### src/hdl/sfrc_pkg.sv
// Package with the shared constants and codes of the sensor frame receive checker.
`timescale 1ns / 1ps
package sfrc_pkg;

	// Frame layout.
	localparam int unsigned HEADER_BYTES   = 9;
	localparam int unsigned CHECKSUM_BYTES = 2;
	localparam int unsigned START_LAST_POS = 1;
	localparam int unsigned ADDR_LAST_POS  = 5;
	localparam int unsigned ID_POS         = 6;

	// Configuration port.
	localparam int unsigned CFG_INDEX_W = 3;
	localparam int unsigned CFG_DATA_W  = 32;

	localparam logic [CFG_INDEX_W-1:0] REG_START_CODE     = 3'd0;
	localparam logic [CFG_INDEX_W-1:0] REG_MODULE_ADDRESS = 3'd1;
	localparam logic [CFG_INDEX_W-1:0] REG_ID_COMMAND     = 3'd2;
	localparam logic [CFG_INDEX_W-1:0] REG_ID_DATA        = 3'd3;
	localparam logic [CFG_INDEX_W-1:0] REG_ID_ACK         = 3'd4;
	localparam logic [CFG_INDEX_W-1:0] REG_ID_END_DATA    = 3'd5;

	localparam logic [15:0] START_CODE_RST     = 16'hEF01;
	localparam logic [31:0] MODULE_ADDRESS_RST = 32'hFFFF_FFFF;
	localparam logic [7:0]  ID_COMMAND_RST     = 8'd1;
	localparam logic [7:0]  ID_DATA_RST        = 8'd2;
	localparam logic [7:0]  ID_ACK_RST         = 8'd7;
	localparam logic [7:0]  ID_END_DATA_RST    = 8'd8;

	// Result kinds.
	localparam logic KIND_PAYLOAD = 1'b0;
	localparam logic KIND_STATUS  = 1'b1;

	// Frame status codes.
	localparam logic [2:0] STAT_OK       = 3'd0;
	localparam logic [2:0] STAT_SHORT    = 3'd1;
	localparam logic [2:0] STAT_CHECKSUM = 3'd2;
	localparam logic [2:0] STAT_START    = 3'd3;
	localparam logic [2:0] STAT_ADDRESS  = 3'd4;
	localparam logic [2:0] STAT_ID       = 3'd5;
	localparam logic [2:0] STAT_EXTRA    = 3'd6;

	// Header fault flag bits.
	localparam int unsigned FLT_START   = 0;
	localparam int unsigned FLT_ADDRESS = 1;
	localparam int unsigned FLT_ID      = 2;

	typedef struct packed {
		logic       result_kind;
		logic [7:0] payload_value;
		logic [8:0] payload_index;
		logic [2:0] frame_status;
		logic [7:0] packet_id;
		logic [15:0] length_field;
	} sfrc_result_t;

endpackage

### src/hdl/sfrc_ifs.sv
// Valid/ready channel interfaces for received bytes and for results.
`timescale 1ns / 1ps
interface sfrc_rx_if;
	logic       valid;
	logic       ready;
	logic [7:0] rx_byte;
	logic       end_of_bytes;

	modport source (output valid, output rx_byte, output end_of_bytes, input ready);
	modport sink (input valid, input rx_byte, input end_of_bytes, output ready);
endinterface

interface sfrc_res_if;
	logic        valid;
	logic        ready;
	logic        result_kind;
	logic [7:0]  payload_value;
	logic [8:0]  payload_index;
	logic [2:0]  frame_status;
	logic [7:0]  packet_id;
	logic [15:0] length_field;

	modport source (output valid, output result_kind, output payload_value,
		output payload_index, output frame_status, output packet_id,
		output length_field, input ready);
	modport sink (input valid, input result_kind, input payload_value,
		input payload_index, input frame_status, input packet_id,
		input length_field, output ready);
endinterface

### src/hdl/sensor_frame_receive_checker_unit.sv
// Top level of the sensor frame receive checker: byte parser, checksum and status logic.
`timescale 1ns / 1ps
// The block takes the bytes of one module reply frame, one transaction per byte, and
// accepts a new byte in every cycle while results are being taken. A frame consists of
// a two-byte start code, a four-byte module address, a packet id, a big-endian 16-bit
// length, length minus two payload bytes and a big-endian 16-bit additive checksum over
// the id, length and payload bytes. Every payload byte leaves as a payload result as
// soon as it is parsed; the byte marked with end_of_bytes leaves one frame status result
// instead and resets the parser for the next frame. Bytes that are neither payload nor
// last produce no result. A byte is registered in the input stage at acceptance, and
// its result is registered in the result register when the byte moves on; the sustained
// rate is one byte per cycle while results are being taken. A full result register that
// is not taken holds the input stage, and the input stage takes a new byte whenever it
// is empty or moving on. Frames longer than MAX_FRAME_BYTES bytes stop updating the
// parser and end with the extra bytes status. Configuration registers are written through
// a plain write port and may only change while no frame is in progress.
module sensor_frame_receive_checker_unit #(
	parameter int unsigned MAX_FRAME_BYTES = 512
) (
	input  logic                            clk,
	input  logic                            arst_n,
	input  logic                            cfg_write,
	input  logic [sfrc_pkg::CFG_INDEX_W-1:0] cfg_index,
	input  logic [sfrc_pkg::CFG_DATA_W-1:0]  cfg_data,
	sfrc_rx_if.sink                         rx,
	sfrc_res_if.source                      result
);
	import sfrc_pkg::*;

	// The byte counter must be able to hold MAX_FRAME_BYTES itself, where it saturates.
	localparam int unsigned POS_W = $clog2(MAX_FRAME_BYTES + 1);

	// Configuration registers.
	logic [15:0] start_code_q;
	logic [31:0] module_address_q;
	logic [7:0]  id_command_q;
	logic [7:0]  id_data_q;
	logic [7:0]  id_ack_q;
	logic [7:0]  id_end_data_q;

	// Input stage.
	logic       valid_s1;
	logic [7:0] byte_s1;
	logic       last_s1;

	// Parser state.
	logic [POS_W-1:0] byte_pos_q;
	logic [15:0]      sum_q;
	logic [15:0]      len_q;
	logic [7:0]       id_q;
	logic [7:0]       check_hi_q;
	logic [2:0]       flags_q;
	logic [31:0]      shift_q;

	// Result register.
	logic         res_valid_q;
	sfrc_result_t res_q;

	// Next-state and result logic.
	logic             out_free;
	logic             advance;
	logic             overflow;
	logic [POS_W-1:0] pos_n;
	logic [15:0]      sum_n;
	logic [15:0]      len_n;
	logic [7:0]       id_n;
	logic [7:0]       check_hi_n;
	logic [2:0]       flags_n;
	logic [31:0]      shift_n;
	logic [15:0]      pay_cnt_cur;
	logic [15:0]      pay_cnt_n;
	logic [POS_W-1:0] pay_pos;
	logic             emit_payload;
	logic [17:0]      need_bytes;
	logic [2:0]       status_n;
	logic             has_result;
	sfrc_result_t     res_n;

	// The result register can load when it is empty or being drained this cycle.
	assign out_free  = !res_valid_q || result.ready;
	assign advance   = valid_s1 && out_free;
	assign rx.ready  = !valid_s1 || out_free;

	always_ff @(posedge clk or negedge arst_n) begin
		if (!arst_n) begin
			start_code_q     <= START_CODE_RST;
			module_address_q <= MODULE_ADDRESS_RST;
			id_command_q     <= ID_COMMAND_RST;
			id_data_q        <= ID_DATA_RST;
			id_ack_q         <= ID_ACK_RST;
			id_end_data_q    <= ID_END_DATA_RST;
		end else if (cfg_write) begin
			case (cfg_index)
				REG_START_CODE:     start_code_q     <= cfg_data[15:0];
				REG_MODULE_ADDRESS: module_address_q <= cfg_data[31:0];
				REG_ID_COMMAND:     id_command_q     <= cfg_data[7:0];
				REG_ID_DATA:        id_data_q        <= cfg_data[7:0];
				REG_ID_ACK:         id_ack_q         <= cfg_data[7:0];
				REG_ID_END_DATA:    id_end_data_q    <= cfg_data[7:0];
				default: begin
				end
			endcase
		end
	end

	// Input register: the byte sits here while the parser state decides on it.
	always_ff @(posedge clk or negedge arst_n) begin
		if (!arst_n) begin
			valid_s1 <= 1'b0;
		end else if (rx.ready) begin
			valid_s1 <= rx.valid;
		end
	end

	always_ff @(posedge clk) begin
		if (rx.ready && rx.valid) begin
			byte_s1 <= rx.rx_byte;
			last_s1 <= rx.end_of_bytes;
		end
	end

	// Parser: below MAX_FRAME_BYTES, one byte moves the frame position by one and updates
	// whichever header field, sum or checksum byte that position names.
	always_comb begin
		overflow     = (byte_pos_q >= POS_W'(MAX_FRAME_BYTES));
		pos_n        = byte_pos_q;
		sum_n        = sum_q;
		len_n        = len_q;
		id_n         = id_q;
		check_hi_n   = check_hi_q;
		flags_n      = flags_q;
		shift_n      = shift_q;
		emit_payload = 1'b0;
		pay_cnt_cur  = (len_q >= 16'(CHECKSUM_BYTES)) ? len_q - 16'(CHECKSUM_BYTES) : 16'd0;
		pay_pos      = byte_pos_q - POS_W'(HEADER_BYTES);

		if (!overflow) begin
			pos_n = byte_pos_q + POS_W'(1);
			if (byte_pos_q < POS_W'(ID_POS)) begin
				// Start code and address bytes, most significant first.
				shift_n = {shift_q[23:0], byte_s1};
				if (byte_pos_q == POS_W'(START_LAST_POS) && shift_n[15:0] != start_code_q) begin
					flags_n[FLT_START] = 1'b1;
				end
				if (byte_pos_q == POS_W'(ADDR_LAST_POS) && shift_n != module_address_q) begin
					flags_n[FLT_ADDRESS] = 1'b1;
				end
			end else if (byte_pos_q == POS_W'(ID_POS)) begin
				id_n  = byte_s1;
				sum_n = sum_q + 16'(byte_s1);
				if (byte_s1 != id_command_q && byte_s1 != id_data_q &&
					byte_s1 != id_ack_q && byte_s1 != id_end_data_q) begin
					flags_n[FLT_ID] = 1'b1;
				end
			end else if (byte_pos_q < POS_W'(HEADER_BYTES)) begin
				len_n = {len_q[7:0], byte_s1};
				sum_n = sum_q + 16'(byte_s1);
			end else begin
				if (17'(pay_pos) < 17'(pay_cnt_cur)) begin
					sum_n        = sum_q + 16'(byte_s1);
					emit_payload = 1'b1;
				end else if (17'(pay_pos) == 17'(pay_cnt_cur)) begin
					check_hi_n = byte_s1;
				end else if (17'(pay_pos) == 17'(pay_cnt_cur) + 17'd1) begin
					// A matching checksum leaves the sum at zero.
					sum_n = sum_q ^ {check_hi_q, byte_s1};
				end
			end
		end

		// Frame status, judged on the state after this byte, first match wins.
		pay_cnt_n  = (len_n >= 16'(CHECKSUM_BYTES)) ? len_n - 16'(CHECKSUM_BYTES) : 16'd0;
		need_bytes = 18'(HEADER_BYTES) + 18'(pay_cnt_n) + 18'(CHECKSUM_BYTES);
		if (overflow) begin
			status_n = STAT_EXTRA;
		end else if (pos_n < POS_W'(HEADER_BYTES) || 18'(pos_n) < need_bytes) begin
			status_n = STAT_SHORT;
		end else if (sum_n != 16'd0) begin
			status_n = STAT_CHECKSUM;
		end else if (flags_n[FLT_START]) begin
			status_n = STAT_START;
		end else if (flags_n[FLT_ADDRESS]) begin
			status_n = STAT_ADDRESS;
		end else if (flags_n[FLT_ID]) begin
			status_n = STAT_ID;
		end else if (17'(pos_n) != 17'(HEADER_BYTES) + 17'(len_n)) begin
			status_n = STAT_EXTRA;
		end else begin
			status_n = STAT_OK;
		end

		// The status result takes the place of a payload result on the last byte.
		has_result          = last_s1 || emit_payload;
		res_n.packet_id     = id_n;
		res_n.length_field  = len_n;
		if (last_s1) begin
			res_n.result_kind   = KIND_STATUS;
			res_n.payload_value = 8'd0;
			res_n.payload_index = 9'd0;
			res_n.frame_status  = status_n;
		end else begin
			res_n.result_kind   = KIND_PAYLOAD;
			res_n.payload_value = byte_s1;
			res_n.payload_index = 9'(pay_pos);
			res_n.frame_status  = STAT_OK;
		end
	end

	always_ff @(posedge clk or negedge arst_n) begin
		if (!arst_n) begin
			byte_pos_q <= '0;
			sum_q      <= '0;
			len_q      <= '0;
			id_q       <= '0;
			check_hi_q <= '0;
			flags_q    <= '0;
			shift_q    <= '0;
		end else if (advance) begin
			if (last_s1) begin
				byte_pos_q <= '0;
				sum_q      <= '0;
				len_q      <= '0;
				id_q       <= '0;
				check_hi_q <= '0;
				flags_q    <= '0;
				shift_q    <= '0;
			end else begin
				byte_pos_q <= pos_n;
				sum_q      <= sum_n;
				len_q      <= len_n;
				id_q       <= id_n;
				check_hi_q <= check_hi_n;
				flags_q    <= flags_n;
				shift_q    <= shift_n;
			end
		end
	end

	// Result register.
	always_ff @(posedge clk or negedge arst_n) begin
		if (!arst_n) begin
			res_valid_q <= 1'b0;
		end else if (out_free) begin
			res_valid_q <= advance && has_result;
		end
	end

	always_ff @(posedge clk) begin
		if (advance && has_result) begin
			res_q <= res_n;
		end
	end

	assign result.valid         = res_valid_q;
	assign result.result_kind   = res_q.result_kind;
	assign result.payload_value = res_q.payload_value;
	assign result.payload_index = res_q.payload_index;
	assign result.frame_status  = res_q.frame_status;
	assign result.packet_id     = res_q.packet_id;
	assign result.length_field  = res_q.length_field;

endmodule
### src/flat_wrapper.sv
// flat-port wrapper written by rule: the top's interface ports become plain ports
module sensor_frame_receive_checker_unit_flat import sfrc_pkg::*;
#(
	parameter int unsigned MAX_FRAME_BYTES = 512
)
  (clk, arst_n, cfg_write, cfg_index, cfg_data, rx_valid, rx_rx_byte, rx_end_of_bytes, rx_ready, result_valid, result_result_kind, result_payload_value, result_payload_index, result_frame_status, result_packet_id, result_length_field, result_ready);
  sfrc_rx_if rx_i ();
  sfrc_res_if result_i ();
  input  logic clk;
  input  logic arst_n;
  input  logic cfg_write;
  input  logic [sfrc_pkg::CFG_INDEX_W-1:0] cfg_index;
  input  logic [sfrc_pkg::CFG_DATA_W-1:0] cfg_data;
  input wire logic [$bits(rx_i.valid)-1:0] rx_valid;
  input wire logic [$bits(rx_i.rx_byte)-1:0] rx_rx_byte;
  input wire logic [$bits(rx_i.end_of_bytes)-1:0] rx_end_of_bytes;
  output wire logic [$bits(rx_i.ready)-1:0] rx_ready;
  output wire logic [$bits(result_i.valid)-1:0] result_valid;
  output wire logic [$bits(result_i.result_kind)-1:0] result_result_kind;
  output wire logic [$bits(result_i.payload_value)-1:0] result_payload_value;
  output wire logic [$bits(result_i.payload_index)-1:0] result_payload_index;
  output wire logic [$bits(result_i.frame_status)-1:0] result_frame_status;
  output wire logic [$bits(result_i.packet_id)-1:0] result_packet_id;
  output wire logic [$bits(result_i.length_field)-1:0] result_length_field;
  input wire logic [$bits(result_i.ready)-1:0] result_ready;
  assign rx_i.valid = rx_valid;
  assign rx_i.rx_byte = rx_rx_byte;
  assign rx_i.end_of_bytes = rx_end_of_bytes;
  assign rx_ready = rx_i.ready;
  assign result_valid = result_i.valid;
  assign result_result_kind = result_i.result_kind;
  assign result_payload_value = result_i.payload_value;
  assign result_payload_index = result_i.payload_index;
  assign result_frame_status = result_i.frame_status;
  assign result_packet_id = result_i.packet_id;
  assign result_length_field = result_i.length_field;
  assign result_i.ready = result_ready;
  sensor_frame_receive_checker_unit #(.MAX_FRAME_BYTES(MAX_FRAME_BYTES)) u_core (.clk(clk), .arst_n(arst_n), .cfg_write(cfg_write), .cfg_index(cfg_index), .cfg_data(cfg_data), .rx(rx_i), .result(result_i));
endmodule
### config.mk
export PLATFORM = sky130hd
export DESIGN_NAME = sensor_frame_receive_checker_unit_flat
export DESIGN_NICKNAME = d
export VERILOG_FILES = /design/src/hdl/sfrc_pkg.sv /design/src/hdl/sfrc_ifs.sv /design/src/hdl/sensor_frame_receive_checker_unit.sv /design/src/flat_wrapper.sv
export SDC_FILE = /design/constraint.sdc
export NUM_CORES = 1
export LEC_CHECK = 0
export ABC_AREA = 1
export BUFFER_PORTS_ARGS = -buffer_cell sky130_fd_sc_hd__buf_2
export CORE_MARGIN = 10
export CORE_UTILIZATION = 60
export DETAILED_ROUTE_END_ITERATION = 8
export PLACE_DENSITY = 0.8
export SLEW_MARGIN = 40
export SYNTH_ARGS = -nofsm -noshare
export SYNTH_HDL_FRONTEND = slang
export SYNTH_SLANG_ARGS = --single-unit
export TNS_END_PERCENT = 20
### constraint.sdc
create_clock -name clk -period 7.5 [get_ports clk]
set_input_delay 1.125 -clock clk [delete_from_list [all_inputs] [get_ports clk]]
set_output_delay 1.125 -clock clk [all_outputs]
set_load 0.1 [all_outputs]
# Word level (Yosys, flattened, before mapping)
# Cells that the tools add are included.
word_totals:
  register_bits: 221
  in_bits: 49
  output_inout_bits: 47
  elab_cells: 144
op_classes:
  addsub: 9
  n_lt_le_gt_ge: 8
  n_eq_ne: 22
  mux: 52
  bitwise: 2
  reduce_logical: 27
ops:
  columns: ["op", "n"]
  rows:
  - ["$mux W16", 15]
  - ["$mux W8", 11]
  - ["$mux W24", 3]
  - ["$add A4 B16 Y17 const A", 2]
  - ["$ge A16 B2 Y1 const B", 2]
  - ["$ne A32 B32 Y1", 1]
  - ["$ne A8 B8 Y1", 4]
  - ["$sub A16 B2 Y16 const B", 2]
  - ["$mux W3", 9]
  - ["$mux W21", 1]
  - ["$eq A10 B3 Y1 const B", 2]
  - ["$lt A10 B4 Y1 const B", 2]
  - ["$mux W10", 2]
  - ["$add A18 B2 Y18 const B", 1]
  - ["$lt A10 B18 Y1", 1]
  - ["$add A16 B1 Y17 const B", 1]
  - ["$eq A10 B17 Y1", 1]
  - ["$ne A10 B17 Y1", 1]
  - ["$add A16 B8 Y16", 1]
  - ["$eq A10 B16 Y1", 1]
  - ["$lt A10 B16 Y1", 1]
  - ["$ne A16 B16 Y1", 1]
  - ["$reduce_bool A16 Y1", 1]
  - ["$xor A16 B16 Y16", 1]
  - ["other kinds (21)", 53]

# Longest topological paths before layout
logic_depth:
  depth_word: 16
  depth_mapped: 43
  depth_no_buf: 41

# Worst setup path before layout
# OpenSTA, ideal clock, no wires.
synth_timing:
  path_kind: "register to register"
  start: "reg u_core.byte_pos_q[0]"
  end: "reg u_core.res_q, in the netlist u_core.result.frame_status[1], data pin"
  setup_time_ps: 268
  arrival_ps: 4943
  t_required_ps: 7232
  path_slack_ps: 2289
  path_stages_with_launch: 39
  n_path_buf: 3
  period_less_slack_ps: 5211
  cell_sequence: "dfrtp_1 inv_1 ha_1 nand2_1 nand2_2 nand2_4 nor2_8 nand3_4 buf_6 o21ai_2 inv_1 ha_1 nand3_1 nand2_2 nor2_2 nand2_4 buf_8 buf_6 (+3 left out) nand3_1 nand2_1 inv_2 ha_1 nand3_1 nor3_1 xor2_1 ha_1 a21oi_1 nor2_1 a2111oi_0 a21oi_1 nand2_1 nor2_1 nand3_1 nor2_2 nand3_1 a21oi_1"
synth_between:
  elab_cells_between_ends: 49
  cone_classes: "6 x add/sub; 7 x order compare; 6 x eq/ne; 26 x mux; 4 x reduce/logical"
synth_rtl:
  columns: ["item", "line", "text"]
  rows:
  - ["start, declared", "sensor_frame_receive_checker_unit.sv:47", "logic [POS_W-1:0] byte_pos_q;"]
  - ["start signal, assigned", "sensor_frame_receive_checker_unit.sv:228", "byte_pos_q <= pos_n;"]
  - ["$sub A10 B4 Y10 (*)", "sensor_frame_receive_checker_unit.sv:135", "pay_pos = byte_pos_q - POS_W'(HEADER_BYTES);"]
  - ["via u_core.pay_pos[0]", "sensor_frame_receive_checker_unit.sv:72", "logic [POS_W-1:0] pay_pos;"]
  - ["parallel branches: the longest is 3 deep, another holds $lt A10 B16 Y1", null, null]
  - ["$mux W16 (*)", "sensor_frame_receive_checker_unit.sv:159", "if (17'(pay_pos) < 17'(pay_cnt_cur)) begin"]
  - ["$mux W16 (*)", "sensor_frame_receive_checker_unit.sv:155", "end else if (byte_pos_q < POS_W'(HEADER_BYTES)) begin"]
  - ["$mux W16 (*)", "sensor_frame_receive_checker_unit.sv:148", "end else if (byte_pos_q == POS_W'(ID_POS)) begin"]
  - ["$mux W16 (*)", "sensor_frame_receive_checker_unit.sv:139", "if (byte_pos_q < POS_W'(ID_POS)) begin"]
  - ["$mux W16 (*)", "sensor_frame_receive_checker_unit.sv:137", "if (!overflow) begin"]
  - ["$reduce_bool A16 Y1 (*)", "sensor_frame_receive_checker_unit.sv:178", "end else if (sum_n != 16'd0) begin"]
  - ["$mux W3 (*)", "sensor_frame_receive_checker_unit.sv:178", null]
  - ["$mux W3 (*)", "sensor_frame_receive_checker_unit.sv:176", "end else if (pos_n < POS_W'(HEADER_BYTES) || 18'(pos_n) < need_bytes) begin"]
  - ["$mux W3 (*)", "sensor_frame_receive_checker_unit.sv:174", "if (overflow) begin"]
  - ["end signal, assigned", "sensor_frame_receive_checker_unit.sv:250", "res_q <= res_n;"]
  - ["end, declared", "sensor_frame_receive_checker_unit.sv:57", "sfrc_result_t res_q;"]
# Mark *: on every way through the listed nets, which the timed path passes.
# A chain may end at the register's enable or synchronous reset.

# Final worst setup path
# Ends and elaborated chain as after synthesis.

==> implementation parameters <==
Parameter                              Value

Place
  Sum of net half-perimeters after detailed placement ... 31.0 mm
  Post-Place Setup Slack ... 1520 ps
  Cell area after placement ... 15500 um2
  Number of cells after detailed placement ... 2306
  Number of port buffers ... 95
  GP Congestion ... 0.955

Synthesis
  Largest cells by area after synthesis ... sky130_fd_sc_hd__dfrtp_1 (21%), sky130_fd_sc_hd__nand2_1 (12%), sky130_fd_sc_hd__edfxtp_1 (11%)
  Share of synthesized flip-flops with an asynchronous set or reset ... 0.756
  Average footprint of a synthesized cell ... 7.65 um2
  Synth warn ... 0
  #FFs+latches synth ... 221
  Adder-Cell Fraction of Synth Area ... 0.0353
  Simple-gate area share of the yosys netlist ... 0.307
  Count of flip-flops with a built-in enable after synthesis ... 54
  Proportion of netlist area held by the largest area contributor ... 0.205
  Dominant cell type by area after synthesis ... sky130_fd_sc_hd__dfrtp_1
  Post-Syn Instances ... 1929
  Synthesized netlist net count ... 2019
  Dominant register cell in the synthesized netlist ... sky130_fd_sc_hd__dfrtp_1
  Area fraction in compound gates after synthesis ... 0.0980
  Summed instance area of the synthesized netlist ... 14800 um2
  Share of synthesized area occupied by flip-flops and latches ... 0.397
  Fraction of synthesized area in multiplexers ... 0.0168
  Parity-gate share of the synthesized area counting xor and xnor cells ... 0.0623
  Dominant combinational cell family by area after synthesis ... simple AND/OR/NAND/NOR gates
  Distinct cell type count of the synthesized netlist ... 59

Layout
  Multi-input logic area ... 7680 um2
  # fillers ... 2040
  Area Growth Syn to Fin ... 10.6%
  Fin cells ... 2352
  Fraction of layout instances using a drive strength above 1 ... 0.168
  Number of nets in the final layout ... 2099
  Diodes inserted ... 0
  Final core area utilization ... 0.673
  Post-layout instance area ... 16300 um2
  Register cell area after layout ... 5860 um2

Drt
  Number of DRC markers in iteration 0 ... 1198
  Wire length reported by the detailed router ... 42.0 mm
  Drt first pass iters ... 8
  Number of vias in the routed layout ... 13400
  Antenna Violating Nets Remaining ... 0
  Wire per inst ... 17.8 um
  Drt via density ... 5.69
  Count of unresolved DRC violations after routing ... 0

Hold path
  Destination of the worst hold path ... u_core.module_address_q[14]
  Hold path cells ... 2
  Class of the tightest hold or removal check ... reg2reg
  Worst hold path startpoint ... u_core.module_address_q[14]

GRT
  Global-route wire length before repair ... 67.6 mm
  Antenna violations before repair ... 0
  Largest net degree at the start of global routing ... 87
  Sum of overflow across all layers after global routing ... 0
  Global routing usage summed across all routing layers ... 0.265
  Via count of the first global-routing pass ... 12900

Critical path
  Library cell contributing the largest single delay on the critical path ... sky130_fd_sc_hd__dfrtp_1
  Crit path DAT ... 6350 ps
  Reg2reg end ... u_core.result.frame_status[1]
  Flop2flop setup slack ... 1430 ps
  Stage delay of the slowest cell on the critical path ... 430 ps
  Data required time at the worst endpoint ... 7780 ps
  Reg2Reg Launch Point ... u_core.byte_pos_q[0]
  Maximum fanout encountered on the critical timing path ... 23
  Worst Reg-to-Reg Cells ... 35
  Element type at the critical path start ... register
  Start-to-end type of the worst setup path ... reg2reg
  Type of element capturing the critical path ... register

STA
  Final total negative setup slack ... 0 ps
  F_max ... 165 MHz
  Number of hold-slack violations in the final timing report ... 0
  Final number of max-transition violations ... 0
  Worst setup margin ... 1430 ps
  Unrepaired setup endpoints after global routing ... false
  Tightest slew margin relative to the limit ... 0.400
  Final setup vio count ... 0
  Maximum clock skew at final layout ... 19.9 ps
  Min Tclk post-route ... 6070 ps
  Final worst path period share ... 0.810
  Worst Tran Pin Value ... 891 ps

Floorplanning
  Ports placed on the boundary ... 96
  DIE WIDTH ... 177 um
  Die boundary height ... 177 um
  Num rows ... 57
  Initial core utilization ... 0.608
  Core Region ... 24200 um2
  Die footprint ... 31300 um2

Clock tree
  Setup Fix Bufs, Post-CTS ... 0
  Source-to-sink clock delay at the later pin of the worst-skew pair ... 560 ps
  Clock net sink count ... 221
  Count of hold buffers inserted by post-cts repair ... 0
  TritonCTS buffer count ... 25
  Buffer type at the clock tree root ... sky130_fd_sc_hd__clkbuf_16
  Number of gates resized after cts ... 0
  Clock tree from TritonCTS ... yes
  H-tree depth ... 1
  Clock transition at the register clock pins on the worst setup and hold paths after CTS ... 60 ps
  Clock Path Buffers ... 3

Pwr
  Highest ir drop seen on vdd ... 0.217 mV
  P per Cell Area ... 366 nW/um2
  Static leakage ... 7.80 nW

Run
  Max-cap violations ... 0

Outcome
  Status ... finished clean
## cells in the final DEF (no fill, tap or decap), types with 5 or more instances in the layout
cell type                   Yosys  final
sky130_fd_sc_hd__o21ai_0      120    119
sky130_fd_sc_hd__mux2_2        22     22
sky130_fd_sc_hd__nor4_1        16     16
sky130_fd_sc_hd__clkbuf_16      0     26
sky130_fd_sc_hd__nand2_4       13     13
sky130_fd_sc_hd__inv_2         19     19
sky130_fd_sc_hd__nand3_1      143    143
sky130_fd_sc_hd__a21oi_1       37     36
sky130_fd_sc_hd__dfrtp_1      121    121
sky130_fd_sc_hd__edfxtp_1      54     54
sky130_fd_sc_hd__inv_1        231    231
sky130_fd_sc_hd__nor2_2        19     19
sky130_fd_sc_hd__o2111ai_1      5      5
sky130_fd_sc_hd__nor2_4         9     10
sky130_fd_sc_hd__xnor2_1       51     51
sky130_fd_sc_hd__nand2_1      482    481
sky130_fd_sc_hd__clkbuf_1      38     12
sky130_fd_sc_hd__o21ai_1        4      5
sky130_fd_sc_hd__nand2_2       30     31
sky130_fd_sc_hd__ha_1          40     40
sky130_fd_sc_hd__nor2_1       181    180
sky130_fd_sc_hd__nand3_2        8      8
sky130_fd_sc_hd__nor3_1        17     17
sky130_fd_sc_hd__xor2_1        52     52
sky130_fd_sc_hd__dfstp_2       46     46
sky130_fd_sc_hd__buf_4          6      9
sky130_fd_sc_hd__o22ai_1       55     55
sky130_fd_sc_hd__buf_2          2     94
sky130_fd_sc_hd__a31oi_1        9      9
sky130_fd_sc_hd__nand4_1       39     39
sky130_fd_sc_hd__or2_2         12     12
## routing by layer
| layer | share of wire | vias to the layer above | track usage |
|---|---|---|---|
| li1 | - | 6445 | - |
| met1 | 0.41 | 6310 | 0.334 |
| met2 | 0.49 | 515 | 0.456 |
| met3 | 0.066 | 107 | 0.0358 |
| met4 | 0.036 | 0 | 0.0956 |
| met5 | 0 | - | 0 |
## critical path, delay by kind of cell, from the launching register on
family,cells,cell delay [ps]
xor gates and xnor gates,1,200
DFF,1,430
adders and majority gates,5,1100
buffers and inverters,4,570
AOI/OAI and AO/OA,5,1010
and+or+nand+nor,20,2470
## cell usage after synthesis, types with 2 or more instances
cell type                     n
sky130_fd_sc_hd__nand2_1    482
sky130_fd_sc_hd__inv_1      231
sky130_fd_sc_hd__nor2_1     181
sky130_fd_sc_hd__nand3_1    143
sky130_fd_sc_hd__dfrtp_1    121
sky130_fd_sc_hd__o21ai_0    120
sky130_fd_sc_hd__o22ai_1     55
sky130_fd_sc_hd__edfxtp_1    54
sky130_fd_sc_hd__xor2_1      52
sky130_fd_sc_hd__xnor2_1     51
sky130_fd_sc_hd__dfstp_2     46
sky130_fd_sc_hd__ha_1        40
sky130_fd_sc_hd__nand4_1     39
sky130_fd_sc_hd__clkbuf_1    38
sky130_fd_sc_hd__a21oi_1     37
sky130_fd_sc_hd__nand2_2     30
sky130_fd_sc_hd__mux2_2      22
sky130_fd_sc_hd__inv_2       19
sky130_fd_sc_hd__nor2_2      19
sky130_fd_sc_hd__nor3_1      17
sky130_fd_sc_hd__nor4_1      16
sky130_fd_sc_hd__nand2_4     13
sky130_fd_sc_hd__or2_2       12
sky130_fd_sc_hd__a31oi_1      9
sky130_fd_sc_hd__nor2_4       9
sky130_fd_sc_hd__nand3_2      8
sky130_fd_sc_hd__buf_4        6
sky130_fd_sc_hd__buf_6        5
sky130_fd_sc_hd__o2111ai_1    5
sky130_fd_sc_hd__nand3_4      4
sky130_fd_sc_hd__nand3b_1     4
sky130_fd_sc_hd__o21ai_1      4
sky130_fd_sc_hd__o21ai_2      4
sky130_fd_sc_hd__clkinv_1     3
sky130_fd_sc_hd__a21boi_0     2
sky130_fd_sc_hd__buf_2        2
sky130_fd_sc_hd__nor2_8       2
sky130_fd_sc_hd__nor3_2       2
sky130_fd_sc_hd__o21bai_1     2
## layout make-up
cell class | instances | area share
inverter | 255 | 0.0590
clock buffer | 41 | 0.0452
multi-input combinational | 1401 | 0.470
sequential | 221 | 0.359
tap | 324 | 0.0248
clock inverter | 5 | 0.00705
timing repair buffer | 105 | 0.0345
## how the worst max path moves through the flow
stage / startpoint / to / slack, ps
2_1_floorplan: u_core.byte_pos_q[0] / u_core.result.frame_status[1] / 2290
3_3_place_gp: u_core.byte_pos_q[0] / u_core.result.frame_status[1] / 1740
3_5_place_dp: u_core.byte_pos_q[0] / u_core.result.frame_status[0] / 1520
4_1_cts: u_core.byte_pos_q[0] / u_core.result.frame_status[0] / 1480
5_1_grt: u_core.byte_pos_q[0] / u_core.result.frame_status[0] / 790
6_report: u_core.byte_pos_q[0] / u_core.result.frame_status[1] / 1430
## stage by stage
stage          power (mW)  hold WS (ps)
3_5_place_dp         4.64           489
6_report             5.97           494
4_1_cts              5.95           498
3_3_place_gp         4.58           482
2_1_floorplan        3.98           467
5_1_grt              6.42           506
## registers in the layout, summed over array words and instances (netlist names), 9 cells and up
name                         cells
u_core.module_address_q         32
u_core.shift_q                  24
u_core.len_q                    16
u_core.result.length_field      16
u_core.start_code_q             16
u_core.sum_q                    16
u_core.byte_pos_q               10
u_core.result.payload_index      9
## power by group
group / total [mW] / switching (mW) / internal (mW) / leakage [nW]
logic: 3.10 / 2.14 / 0.954 / 4.77
registers: 1.59 / 0.142 / 1.45 / 2.62
clock network: 1.28 / 0.506 / 0.776 / 0.412
total: 5.97 / 2.79 / 3.18 / 7.80
## logic make-up after synthesis
kind of cell	count (synthesis)
xor gates and xnor gates	104
AOI/OAI and AO/OA	251
DFF	221
adders and majority gates	41
muxes	22
buffers and inverters	307
and+or+nand+nor	983
(Power assumes the default switching activity.)
